File: config.mk
export PLATFORM = sky130hd
export DESIGN_NAME = keyed_count_table
export DESIGN_NICKNAME = d
export VERILOG_FILES = /design/src/kct_pkg.sv /design/src/kct_front.sv /design/src/kct_opq.sv /design/src/kct_back.sv /design/src/keyed_count_table.sv
export SDC_FILE = /design/constraint.sdc
export NUM_CORES = 2
export LEC_CHECK = 0
export ABC_AREA = 1
export BUFFER_PORTS_ARGS = -buffer_cell sky130_fd_sc_hd__buf_2
export CORE_ASPECT_RATIO = 0.5
export CORE_MARGIN = 1.5
export CORE_UTILIZATION = 30
export CTS_BUF_LIST = sky130_fd_sc_hd__clkbuf_8
export DETAILED_ROUTE_END_ITERATION = 8
export PLACE_DENSITY = 0.53
export SLEW_MARGIN = 20
export SYNTH_ARGS = -nofsm -noshare
export SYNTH_HDL_FRONTEND = slang
export SYNTH_SLANG_ARGS = --single-unit
File: constraint.sdc
create_clock -name clock -period 6.1 [get_ports clock]
set_input_delay 0.305 -clock clock [delete_from_list [all_inputs] [get_ports clock]]
set_output_delay 0.305 -clock clock [all_outputs]
set_load 0.02 [all_outputs]
File: src/kct_pkg.sv
// Package for the keyed count table: sizes, command and status codes,
// and the operation and result records passed between the front and back.
// No dependencies.
package kct_pkg;

   localparam int CAPACITY  = 16;
   localparam int IDX_W     = $clog2(CAPACITY);
   localparam int CNT_W     = $clog2(CAPACITY + 1);
   localparam int DATA_W    = 32;

   // Both queue depths must be powers of two so that the pointers wrap freely.
   localparam int OPQ_DEPTH = 4;
   localparam int OPQ_PTR_W = $clog2(OPQ_DEPTH);
   localparam int OPQ_CNT_W = $clog2(OPQ_DEPTH + 1);
   localparam int RSQ_DEPTH = 2;
   localparam int RSQ_PTR_W = $clog2(RSQ_DEPTH);
   localparam int RSQ_CNT_W = $clog2(RSQ_DEPTH + 1);

   typedef enum logic [1:0] {
      CMD_INSERT = 2'd0,
      CMD_SEARCH = 2'd1,
      CMD_UPDATE = 2'd2,
      CMD_LIST   = 2'd3
   } cmd_type;

   typedef enum logic [2:0] {
      ST_OK      = 3'd0,
      ST_DUP     = 3'd1,
      ST_FULL    = 3'd2,
      ST_MISSING = 3'd3,
      ST_EMPTY   = 3'd4
   } status_type;

   // What the back end does with the count memory for one operation.
   typedef enum logic [1:0] {
      OP_WRITE  = 2'd0,
      OP_READ   = 2'd1,
      OP_UPDATE = 2'd2,
      OP_CONST  = 2'd3
   } op_kind_type;

   typedef struct packed {
      op_kind_type               kind;
      status_type                status;
      logic [IDX_W-1:0]          idx;
      logic signed [DATA_W-1:0]  key;
      logic signed [DATA_W-1:0]  amount;
      logic                      last;
   } op_type;

   typedef struct packed {
      status_type                status;
      logic signed [DATA_W-1:0]  key;
      logic signed [DATA_W-1:0]  count;
      logic                      last;
   } result_type;

endpackage

File: src/kct_front.sv
// Front end of the keyed count table: takes commands, compares the key against
// every stored key at once, keeps keys and their sort ranks, and issues operations.
// Depends on kct_pkg.
module kct_front import kct_pkg::*; (
   input  logic                      clock,
   input  logic                      reset,
   input  logic                      req_push,
   output logic                      req_full,
   input  logic [1:0]                req_command,
   input  logic signed [DATA_W-1:0]  req_key,
   input  logic signed [DATA_W-1:0]  req_amount,
   output logic                      op_push,
   output op_type                    op_data,
   input  logic                      op_full
);

   typedef enum logic [1:0] {F_IDLE, F_LOOK, F_ISSUE, F_LIST} fstate_type;

   fstate_type                state_ff, state_in;
   cmd_type                   item_cmd_ff, item_cmd_in;
   logic signed [DATA_W-1:0]  item_key_ff, item_key_in;
   logic signed [DATA_W-1:0]  item_amount_ff, item_amount_in;
   logic [CAPACITY-1:0]       match_ff, match_in;
   logic [CAPACITY-1:0]       less_ff, less_in;
   logic [IDX_W-1:0]          walk_ff, walk_in;
   logic [CNT_W-1:0]          entry_count_ff, entry_count_in;
   logic signed [DATA_W-1:0]  key_store_ff [CAPACITY];
   logic [IDX_W-1:0]          rank_ff [CAPACITY];

   logic [CAPACITY-1:0]       valid_vec;
   logic [CAPACITY-1:0]       sel_vec;
   logic [IDX_W-1:0]          hit_idx;
   logic [IDX_W-1:0]          sel_idx;
   logic signed [DATA_W-1:0]  sel_key;
   logic [CNT_W-1:0]          less_cnt;
   logic [CNT_W-1:0]          last_rank;
   logic                      hit;
   logic                      table_full;
   logic                      list_walk;
   logic                      op_valid;
   logic                      accept;
   logic                      can_take;
   logic                      ins_en;

   always_comb begin
      valid_vec = '0;
      sel_vec   = '0;
      match_in  = match_ff;
      less_in   = less_ff;
      hit_idx   = '0;
      sel_idx   = '0;
      sel_key   = '0;
      less_cnt  = '0;
      for (int i = 0; i < CAPACITY; i++) begin
         valid_vec[i] = CNT_W'(i) < entry_count_ff;
         sel_vec[i]   = valid_vec[i] && (rank_ff[i] == walk_ff);
         if (state_ff == F_LOOK) begin
            match_in[i] = valid_vec[i] && (key_store_ff[i] == item_key_ff);
            less_in[i]  = valid_vec[i] && (key_store_ff[i] < item_key_ff);
         end
         if (match_ff[i]) begin
            hit_idx = hit_idx | IDX_W'(i);
         end
         if (sel_vec[i]) begin
            sel_idx = sel_idx | IDX_W'(i);
            sel_key = sel_key | key_store_ff[i];
         end
         less_cnt = less_cnt + CNT_W'(less_ff[i]);
      end
   end

   assign hit        = |match_ff;
   assign table_full = entry_count_ff == CNT_W'(CAPACITY);
   assign list_walk  = (item_cmd_ff == CMD_LIST) && (entry_count_ff != '0);
   assign last_rank  = entry_count_ff - CNT_W'(1);

   always_comb begin
      op_valid        = 1'b0;
      op_data.kind    = OP_CONST;
      op_data.status  = ST_OK;
      op_data.idx     = hit_idx;
      op_data.key     = item_key_ff;
      op_data.amount  = item_amount_ff;
      op_data.last    = 1'b1;
      ins_en          = 1'b0;
      unique case (state_ff)
         F_ISSUE: begin
            op_valid = !list_walk;
            unique case (item_cmd_ff)
               CMD_INSERT: begin
                  if (table_full) begin
                     op_data.status = ST_FULL;
                  end else if (hit) begin
                     op_data.kind   = OP_READ;
                     op_data.status = ST_DUP;
                  end else begin
                     op_data.kind = OP_WRITE;
                     op_data.idx  = entry_count_ff[IDX_W-1:0];
                     ins_en       = !op_full;
                  end
               end
               CMD_SEARCH, CMD_UPDATE: begin
                  if (hit) begin
                     op_data.kind = (item_cmd_ff == CMD_UPDATE) ? OP_UPDATE : OP_READ;
                  end else begin
                     op_data.status = ST_MISSING;
                  end
               end
               CMD_LIST: begin
                  op_data.status = ST_EMPTY;
                  op_data.key    = '0;
               end
               default: op_data.status = ST_OK;
            endcase
         end
         F_LIST: begin
            op_valid     = 1'b1;
            op_data.kind = OP_READ;
            op_data.idx  = sel_idx;
            op_data.key  = sel_key;
            op_data.last = walk_ff == last_rank[IDX_W-1:0];
         end
         default: op_valid = 1'b0;
      endcase
   end

   assign op_push  = op_valid && !op_full;
   // A new command may enter in the cycle the previous one leaves the issue stage.
   assign can_take = (state_ff == F_IDLE) ||
                     ((state_ff == F_ISSUE) && !list_walk && !op_full);
   assign req_full = !can_take;
   assign accept   = req_push && can_take;

   always_comb begin
      state_in       = state_ff;
      walk_in        = walk_ff;
      entry_count_in = ins_en ? entry_count_ff + CNT_W'(1) : entry_count_ff;
      item_cmd_in    = accept ? cmd_type'(req_command) : item_cmd_ff;
      item_key_in    = accept ? req_key : item_key_ff;
      item_amount_in = accept ? req_amount : item_amount_ff;
      unique case (state_ff)
         F_IDLE: begin
            if (accept) begin
               state_in = F_LOOK;
            end
         end
         F_LOOK: state_in = F_ISSUE;
         F_ISSUE: begin
            if (list_walk) begin
               state_in = F_LIST;
               walk_in  = '0;
            end else if (!op_full) begin
               state_in = accept ? F_LOOK : F_IDLE;
            end
         end
         F_LIST: begin
            if (op_push) begin
               walk_in = walk_ff + IDX_W'(1);
               if (op_data.last) begin
                  state_in = F_IDLE;
               end
            end
         end
         default: state_in = F_IDLE;
      endcase
   end

   always_ff @(posedge clock) begin
      if (reset) begin
         state_ff       <= F_IDLE;
         entry_count_ff <= '0;
      end else begin
         state_ff       <= state_in;
         entry_count_ff <= entry_count_in;
      end
      item_cmd_ff    <= item_cmd_in;
      item_key_ff    <= item_key_in;
      item_amount_ff <= item_amount_in;
      match_ff       <= match_in;
      less_ff        <= less_in;
      walk_ff        <= walk_in;
      // A new key takes the rank of the keys below it; every larger key moves up one.
      for (int i = 0; i < CAPACITY; i++) begin
         if (ins_en) begin
            if (CNT_W'(i) == entry_count_ff) begin
               key_store_ff[i] <= item_key_ff;
               rank_ff[i]      <= less_cnt[IDX_W-1:0];
            end else if (valid_vec[i] && !less_ff[i]) begin
               rank_ff[i] <= rank_ff[i] + IDX_W'(1);
            end
         end
      end
   end

endmodule

File: src/kct_opq.sv
// Short operation queue between the front and back ends of the keyed count table.
// Depends on kct_pkg.
module kct_opq import kct_pkg::*; (
   input  logic    clock,
   input  logic    reset,
   input  logic    push,
   input  op_type  push_data,
   output logic    full,
   input  logic    pop,
   output logic    empty,
   output op_type  pop_data
);

   op_type                slot_ff [OPQ_DEPTH];
   logic [OPQ_PTR_W-1:0]  wr_ptr_ff, wr_ptr_in;
   logic [OPQ_PTR_W-1:0]  rd_ptr_ff, rd_ptr_in;
   logic [OPQ_CNT_W-1:0]  fill_ff, fill_in;
   logic                  do_push;
   logic                  do_pop;

   assign full     = fill_ff == OPQ_CNT_W'(OPQ_DEPTH);
   assign empty    = fill_ff == '0;
   assign do_push  = push && !full;
   assign do_pop   = pop && !empty;
   assign pop_data = slot_ff[rd_ptr_ff];

   always_comb begin
      wr_ptr_in = do_push ? wr_ptr_ff + OPQ_PTR_W'(1) : wr_ptr_ff;
      rd_ptr_in = do_pop ? rd_ptr_ff + OPQ_PTR_W'(1) : rd_ptr_ff;
      fill_in   = fill_ff;
      if (do_push && !do_pop) begin
         fill_in = fill_ff + OPQ_CNT_W'(1);
      end else if (do_pop && !do_push) begin
         fill_in = fill_ff - OPQ_CNT_W'(1);
      end
   end

   always_ff @(posedge clock) begin
      if (reset) begin
         wr_ptr_ff <= '0;
         rd_ptr_ff <= '0;
         fill_ff   <= '0;
      end else begin
         wr_ptr_ff <= wr_ptr_in;
         rd_ptr_ff <= rd_ptr_in;
         fill_ff   <= fill_in;
      end
      if (do_push) begin
         slot_ff[wr_ptr_ff] <= push_data;
      end
   end

endmodule

File: src/kct_back.sv
// Back end of the keyed count table: holds the count memory, carries out reads,
// writes and saturating updates, and queues the results. Depends on kct_pkg.
module kct_back import kct_pkg::*; (
   input  logic        clock,
   input  logic        reset,
   input  logic        op_valid,
   input  op_type      op_data,
   output logic        op_pop,
   output logic        rsp_empty,
   input  logic        rsp_pop,
   output result_type  rsp_data
);

   typedef enum logic {B_IDLE, B_WAIT} bstate_type;

   bstate_type                bstate_ff, bstate_in;
   op_type                    cur_ff, cur_in;
   logic signed [DATA_W-1:0]  rd_data_ff;
   logic signed [DATA_W-1:0]  count_mem [CAPACITY];
   result_type                rq_ff [RSQ_DEPTH];
   logic [RSQ_PTR_W-1:0]      rq_wr_ff, rq_wr_in;
   logic [RSQ_PTR_W-1:0]      rq_rd_ff, rq_rd_in;
   logic [RSQ_CNT_W-1:0]      rq_cnt_ff, rq_cnt_in;

   logic                      room;
   logic                      rd_en;
   logic                      mem_we;
   logic [IDX_W-1:0]          mem_addr;
   logic signed [DATA_W-1:0]  mem_wdata;
   logic                      res_push;
   result_type                res;
   logic                      res_pop;
   logic signed [DATA_W:0]    sum_wide;
   logic signed [DATA_W-1:0]  sum_sat;

   assign room = rq_cnt_ff < RSQ_CNT_W'(RSQ_DEPTH);

   // Saturating add: overflow shows as the two top bits of the wide sum differing.
   always_comb begin
      sum_wide = {rd_data_ff[DATA_W-1], rd_data_ff} + {cur_ff.amount[DATA_W-1], cur_ff.amount};
      if (sum_wide[DATA_W] != sum_wide[DATA_W-1]) begin
         sum_sat = sum_wide[DATA_W] ? {1'b1, {(DATA_W-1){1'b0}}} : {1'b0, {(DATA_W-1){1'b1}}};
      end else begin
         sum_sat = sum_wide[DATA_W-1:0];
      end
   end

   always_comb begin
      bstate_in    = bstate_ff;
      cur_in       = cur_ff;
      op_pop       = 1'b0;
      rd_en        = 1'b0;
      mem_we       = 1'b0;
      mem_addr     = op_data.idx;
      mem_wdata    = op_data.amount;
      res_push     = 1'b0;
      res.status   = op_data.status;
      res.key      = op_data.key;
      res.count    = '0;
      res.last     = op_data.last;
      unique case (bstate_ff)
         B_IDLE: begin
            if (op_valid && room) begin
               op_pop = 1'b1;
               unique case (op_data.kind)
                  OP_WRITE: begin
                     mem_we    = 1'b1;
                     res_push  = 1'b1;
                     res.count = op_data.amount;
                  end
                  OP_CONST: res_push = 1'b1;
                  OP_READ, OP_UPDATE: begin
                     rd_en     = 1'b1;
                     cur_in    = op_data;
                     bstate_in = B_WAIT;
                  end
                  default: res_push = 1'b0;
               endcase
            end
         end
         B_WAIT: begin
            res_push   = 1'b1;
            res.status = cur_ff.status;
            res.key    = cur_ff.key;
            res.last   = cur_ff.last;
            res.count  = rd_data_ff;
            mem_addr   = cur_ff.idx;
            mem_wdata  = sum_sat;
            if (cur_ff.kind == OP_UPDATE) begin
               mem_we    = 1'b1;
               res.count = sum_sat;
            end
            bstate_in = B_IDLE;
         end
         default: bstate_in = B_IDLE;
      endcase
   end

   always_ff @(posedge clock) begin
      if (mem_we) begin
         count_mem[mem_addr] <= mem_wdata;
      end
      if (rd_en) begin
         rd_data_ff <= count_mem[op_data.idx];
      end
   end

   assign rsp_empty = rq_cnt_ff == '0;
   assign res_pop   = rsp_pop && !rsp_empty;
   assign rsp_data  = rq_ff[rq_rd_ff];

   always_comb begin
      rq_wr_in  = res_push ? rq_wr_ff + RSQ_PTR_W'(1) : rq_wr_ff;
      rq_rd_in  = res_pop ? rq_rd_ff + RSQ_PTR_W'(1) : rq_rd_ff;
      rq_cnt_in = rq_cnt_ff;
      if (res_push && !res_pop) begin
         rq_cnt_in = rq_cnt_ff + RSQ_CNT_W'(1);
      end else if (res_pop && !res_push) begin
         rq_cnt_in = rq_cnt_ff - RSQ_CNT_W'(1);
      end
   end

   always_ff @(posedge clock) begin
      if (reset) begin
         bstate_ff <= B_IDLE;
         rq_wr_ff  <= '0;
         rq_rd_ff  <= '0;
         rq_cnt_ff <= '0;
      end else begin
         bstate_ff <= bstate_in;
         rq_wr_ff  <= rq_wr_in;
         rq_rd_ff  <= rq_rd_in;
         rq_cnt_ff <= rq_cnt_in;
      end
      cur_ff <= cur_in;
      if (res_push) begin
         rq_ff[rq_wr_ff] <= res;
      end
   end

endmodule

File: src/keyed_count_table.sv
// Keyed count table: a table of up to CAPACITY unique signed keys with a signed
// count each, driven by insert, search, update and sorted-list commands.
// Depends on kct_pkg, kct_front, kct_opq and kct_back.
//
// Insert, search and update commands pass through a look state and an issue state:
// the front end first compares the key with all stored keys at once, then classifies
// and issues the operation, and a new command may enter as the previous one leaves
// the issue stage. A list command holds the front end until it has issued a read for
// every stored entry and yields the entries in ascending key order, the last one
// marked. The back end handles a write or a status result in its idle state and adds
// a wait state for anything that reads the count memory, whose read data is registered;
// a four-entry queue separates the two ends, and a two-entry result queue lets commands
// keep arriving while a result waits to be popped.
module keyed_count_table import kct_pkg::*; (
   input  logic                      clock,
   input  logic                      reset,
   input  logic                      req_push,
   output logic                      req_full,
   input  logic [1:0]                req_command,
   input  logic signed [DATA_W-1:0]  req_key,
   input  logic signed [DATA_W-1:0]  req_amount,
   output logic                      rsp_empty,
   input  logic                      rsp_pop,
   output logic [2:0]                rsp_status,
   output logic signed [DATA_W-1:0]  rsp_key_out,
   output logic signed [DATA_W-1:0]  rsp_count_out,
   output logic                      rsp_last
);

   logic        opq_push;
   logic        opq_full;
   logic        opq_empty;
   logic        opq_pop;
   op_type      opq_in;
   op_type      opq_out;
   result_type  rsp_data;

   kct_front u_front (
      .clock       (clock),
      .reset       (reset),
      .req_push    (req_push),
      .req_full    (req_full),
      .req_command (req_command),
      .req_key     (req_key),
      .req_amount  (req_amount),
      .op_push     (opq_push),
      .op_data     (opq_in),
      .op_full     (opq_full)
   );

   kct_opq u_opq (
      .clock     (clock),
      .reset     (reset),
      .push      (opq_push),
      .push_data (opq_in),
      .full      (opq_full),
      .pop       (opq_pop),
      .empty     (opq_empty),
      .pop_data  (opq_out)
   );

   kct_back u_back (
      .clock     (clock),
      .reset     (reset),
      .op_valid  (!opq_empty),
      .op_data   (opq_out),
      .op_pop    (opq_pop),
      .rsp_empty (rsp_empty),
      .rsp_pop   (rsp_pop),
      .rsp_data  (rsp_data)
   );

   assign rsp_status    = rsp_data.status;
   assign rsp_key_out   = rsp_data.key;
   assign rsp_count_out = rsp_data.count;
   assign rsp_last      = rsp_data.last;

endmodule

==> flow_metrics.env <==
export IMPL_status="finished clean"
export IMPL_wirelength_um=272000
export IMPL_cts_root_buf="clkbuf_8"
export IMPL_cts_tree="built"
export IMPL_crit_path_end_kind="flop"
export IMPL_max_clock_freq_mhz=217
export IMPL_die_y_um=377
export IMPL_post_cts_resized=0
export IMPL_max_slew_worst_pin_slew_ns=1.16
export IMPL_start_kind="flop"
export IMPL_synthCells=7390
export IMPL_cts_clk_slew_worst_paths_ns=0.06
export IMPL_crit_arrival_ns=5.26
export IMPL_final_common_cell="edfxtp_1"
export IMPL_rsz0062_at_grt="no"
export IMPL_viasPerCell=5.03
export IMPL_p_leak_nw=36.2
export IMPL_numCtsBuffers=290
export IMPL_utilization_pct=34.7
export IMPL_synth_edf_count=1728
export IMPL_syn_area_um2=83800
export IMPL_layout_nets=8466
export IMPL_cts_sinks=1750
export IMPL_grt_pass1_wl_um=393000
export IMPL_setup_viol=0
export IMPL_syn_avg_cell_area_um2=11.3
export IMPL_drive_gt1_share_pct=10.8
export IMPL_ant_nets=0
export IMPL_period_minus_slack_ns=4.62
export IMPL_drv_cap=0
export IMPL_slew_viol_final=0
export IMPL_yosysWarnings=0
export IMPL_area_growth_pct=14.5
export IMPL_route_met3_wl_um=19100
export IMPL_final_hold_viol_count=0
export IMPL_synth_seq_cells=1750
export IMPL_cts_htree_levels=5
export IMPL_fp_dieW_um=750
export IMPL_post_dp_cell_area_um2=89900
export IMPL_wl_per_cell_um=23.2
export IMPL_relSlewSlack_pct=22.2
export IMPL_fin_area_um2=95900
export IMPL_die_area_um2=283000
export IMPL_globalplace_congestion=1.01
export IMPL_powerDensity_nw_per_um2=486
export IMPL_antenna_found_initial=8
export IMPL_vias=59100
export IMPL_io_buffers=139
export IMPL_drtIter0Drc=5561
export IMPL_cts_setup_buffers=0
export IMPL_criticalPathCategory="flop to flop"
export IMPL_remaining_drc_errors=0
export IMPL_syn_nets=8053
export IMPL_reg2reg_depth=10
export IMPL_m1WireLength_um=116000
export IMPL_grt_pass1_vias=57200
export IMPL_layout_common_cells="edfxtp_1 (1728), nand2_1 (1426), nor2_1 (947), ha_1 (581), inv_1 (515)"
export IMPL_hold_class="input pin to flop"
export IMPL_finalCritPeriodShare_pct=75.7
export IMPL_track_usage_pct=18.7
export IMPL_clockBufferDepth=4
export IMPL_clock_skew_ns=0.0734
export IMPL_ys_types=69
export IMPL_wl_met2_um=126000
export IMPL_crit_fanout=16
export IMPL_insertion_delay_ns=0.96
export IMPL_whs_path_depth=2
export IMPL_synth_flop_cell="edfxtp_1"
export IMPL_top_layer_used="met5"
export IMPL_dr_pass1_iters=6
export IMPL_finalSetupTns_ns=0
export IMPL_ios=140
export IMPL_core_rowCount=136
export IMPL_synthArstFlopShare_pct=0
export IMPL_crit_required_ns=6.75
export IMPL_start_util_pct=30.3
export IMPL_dp_hpwl_um=184000
export IMPL_fp_coreArea_um2=276000
export IMPL_ys_seq_area_share_pct=62.4
export IMPL_grt_max_degree=155
export IMPL_peakVddDrop_mv=0.660
export IMPL_grt_overflow=0
==> synth_stat cells, types with 65 or more instances <==
master / number / area (µm²)
a21oi_1: 333 / 1670
edfxtp_1: 1728 / 51900
o22ai_1: 82 / 513
ha_1: 581 / 7270
buf_2: 89 / 445
o21ai_0: 478 / 2390
nand4_1: 101 / 632
nor2_1: 989 / 3710
clkbuf_1: 155 / 582
nand2_1: 1429 / 5360
xor2_1: 65 / 569
o211ai_1: 76 / 571
mux2_2: 68 / 766
nand3_1: 178 / 891
inv_1: 431 / 1620
==> timing repair <==
item | in CTS | in global routing
endpoints found under the hold margin | 76 | 0
hold buffers | 84 | 0
setup endpoints to repair | 0 | 0
==> cell families after synthesis <==
family / count (synthesis) / share of synthesized area [%]
adder cells (fa/ha/maj): 593 / 8.96
buffers and inverters: 732 / 3.47
multiplexers: 78 / 1.07
AO/OA/AOI/OAI: 1296 / 9.13
XOR/XNOR: 107 / 1.12
AND/OR/NAND/NOR: 2834 / 13.8
flip-flops: 1750 / 62.4
==> registers in the layout, summed over array words and instances, names as in the netlist, 32 cells and up, named ones only <==
register	cells
u_back.cur_ff	74
u_front.rank_ff	64
u_front.item_key_ff	32
u_back.rd_data_ff	32
u_back.count_mem	512
u_back.rq_ff	136
u_front.key_store_ff	512
u_front.item_amount_ff	32
u_opq.slot_ff	296
==> cell type report <==
| type | instances | area (µm²) |
|---|---|---|
| clock inverter | 190 | 970 |
| tap | 3726 | 4660 |
| multi-input combinational | 4908 | 29000 |
| sequential | 1750 | 52300 |
| fill | 27500 | 180000 |
| timing repair buffer | 392 | 3070 |
| inverter | 461 | 1750 |
| antenna | 8 | 20.0 |
| clock buffer | 303 | 4170 |
==> where the power goes <==
part	internal, W	leakage [nW]	switching (W)
Clock	0.00485	2.96	0.00491
Combinational	0.00547	17.4	0.0133
Sequential	0.0174	15.8	0.000671
==> per-stage QoR <==
step           worst slack, ns  instances  hold slack (ns)  total power [W]
3_3_place_gp              1.51      11100            0.459           0.0368
5_1_grt                   1.35      11700           0.0391           0.0494
6_report                  1.48      11700           0.0786           0.0466
4_1_cts                   1.47      11700          0.00359           0.0469
2_1_floorplan            0.638       7390            0.377           0.0302
3_5_place_dp              1.48      11200            0.463           0.0371
==> critical path, cell delays in order (launching register included) <==
cell and delay (ns):
edfxtp_1 0.40, ha_1 0.31, inv_1 0.07, fa_1 0.44, fa_1 0.55, fa_1 0.44, fa_1 0.50, inv_1 0.05
fa_1 0.40, fa_1 0.76, mux2_1 0.43
==> path summary, 6_finish.rpt <==
kind / from / to / slack (ns)
worst max-delay path: u_front.less_ff[0]$_DFFE_PN_ / u_front.rank_ff[0][1]$_DFFE_PP_ / 1.48
worst min-delay path: req_amount[7] / u_front.item_amount_ff[7]$_DFFE_PP_ / 0.08
worst max register to register: u_front.less_ff[0]$_DFFE_PN_ / u_front.rank_ff[0][1]$_DFFE_PP_ / 1.48
worst min register to register: u_opq.rd_ptr_ff[0]$_SDFFE_PP0P_ / u_opq.rd_ptr_ff[0]$_SDFFE_PP0P_ / 0.48
==> layer usage <==
layer	track usage, %	up-vias
li1	-	27400
met1	25.1	29100
met2	30.7	2179
met3	2.87	467
met4	6.74	4
met5	0	-
Note: power is estimated with default switching activity, not from simulation.
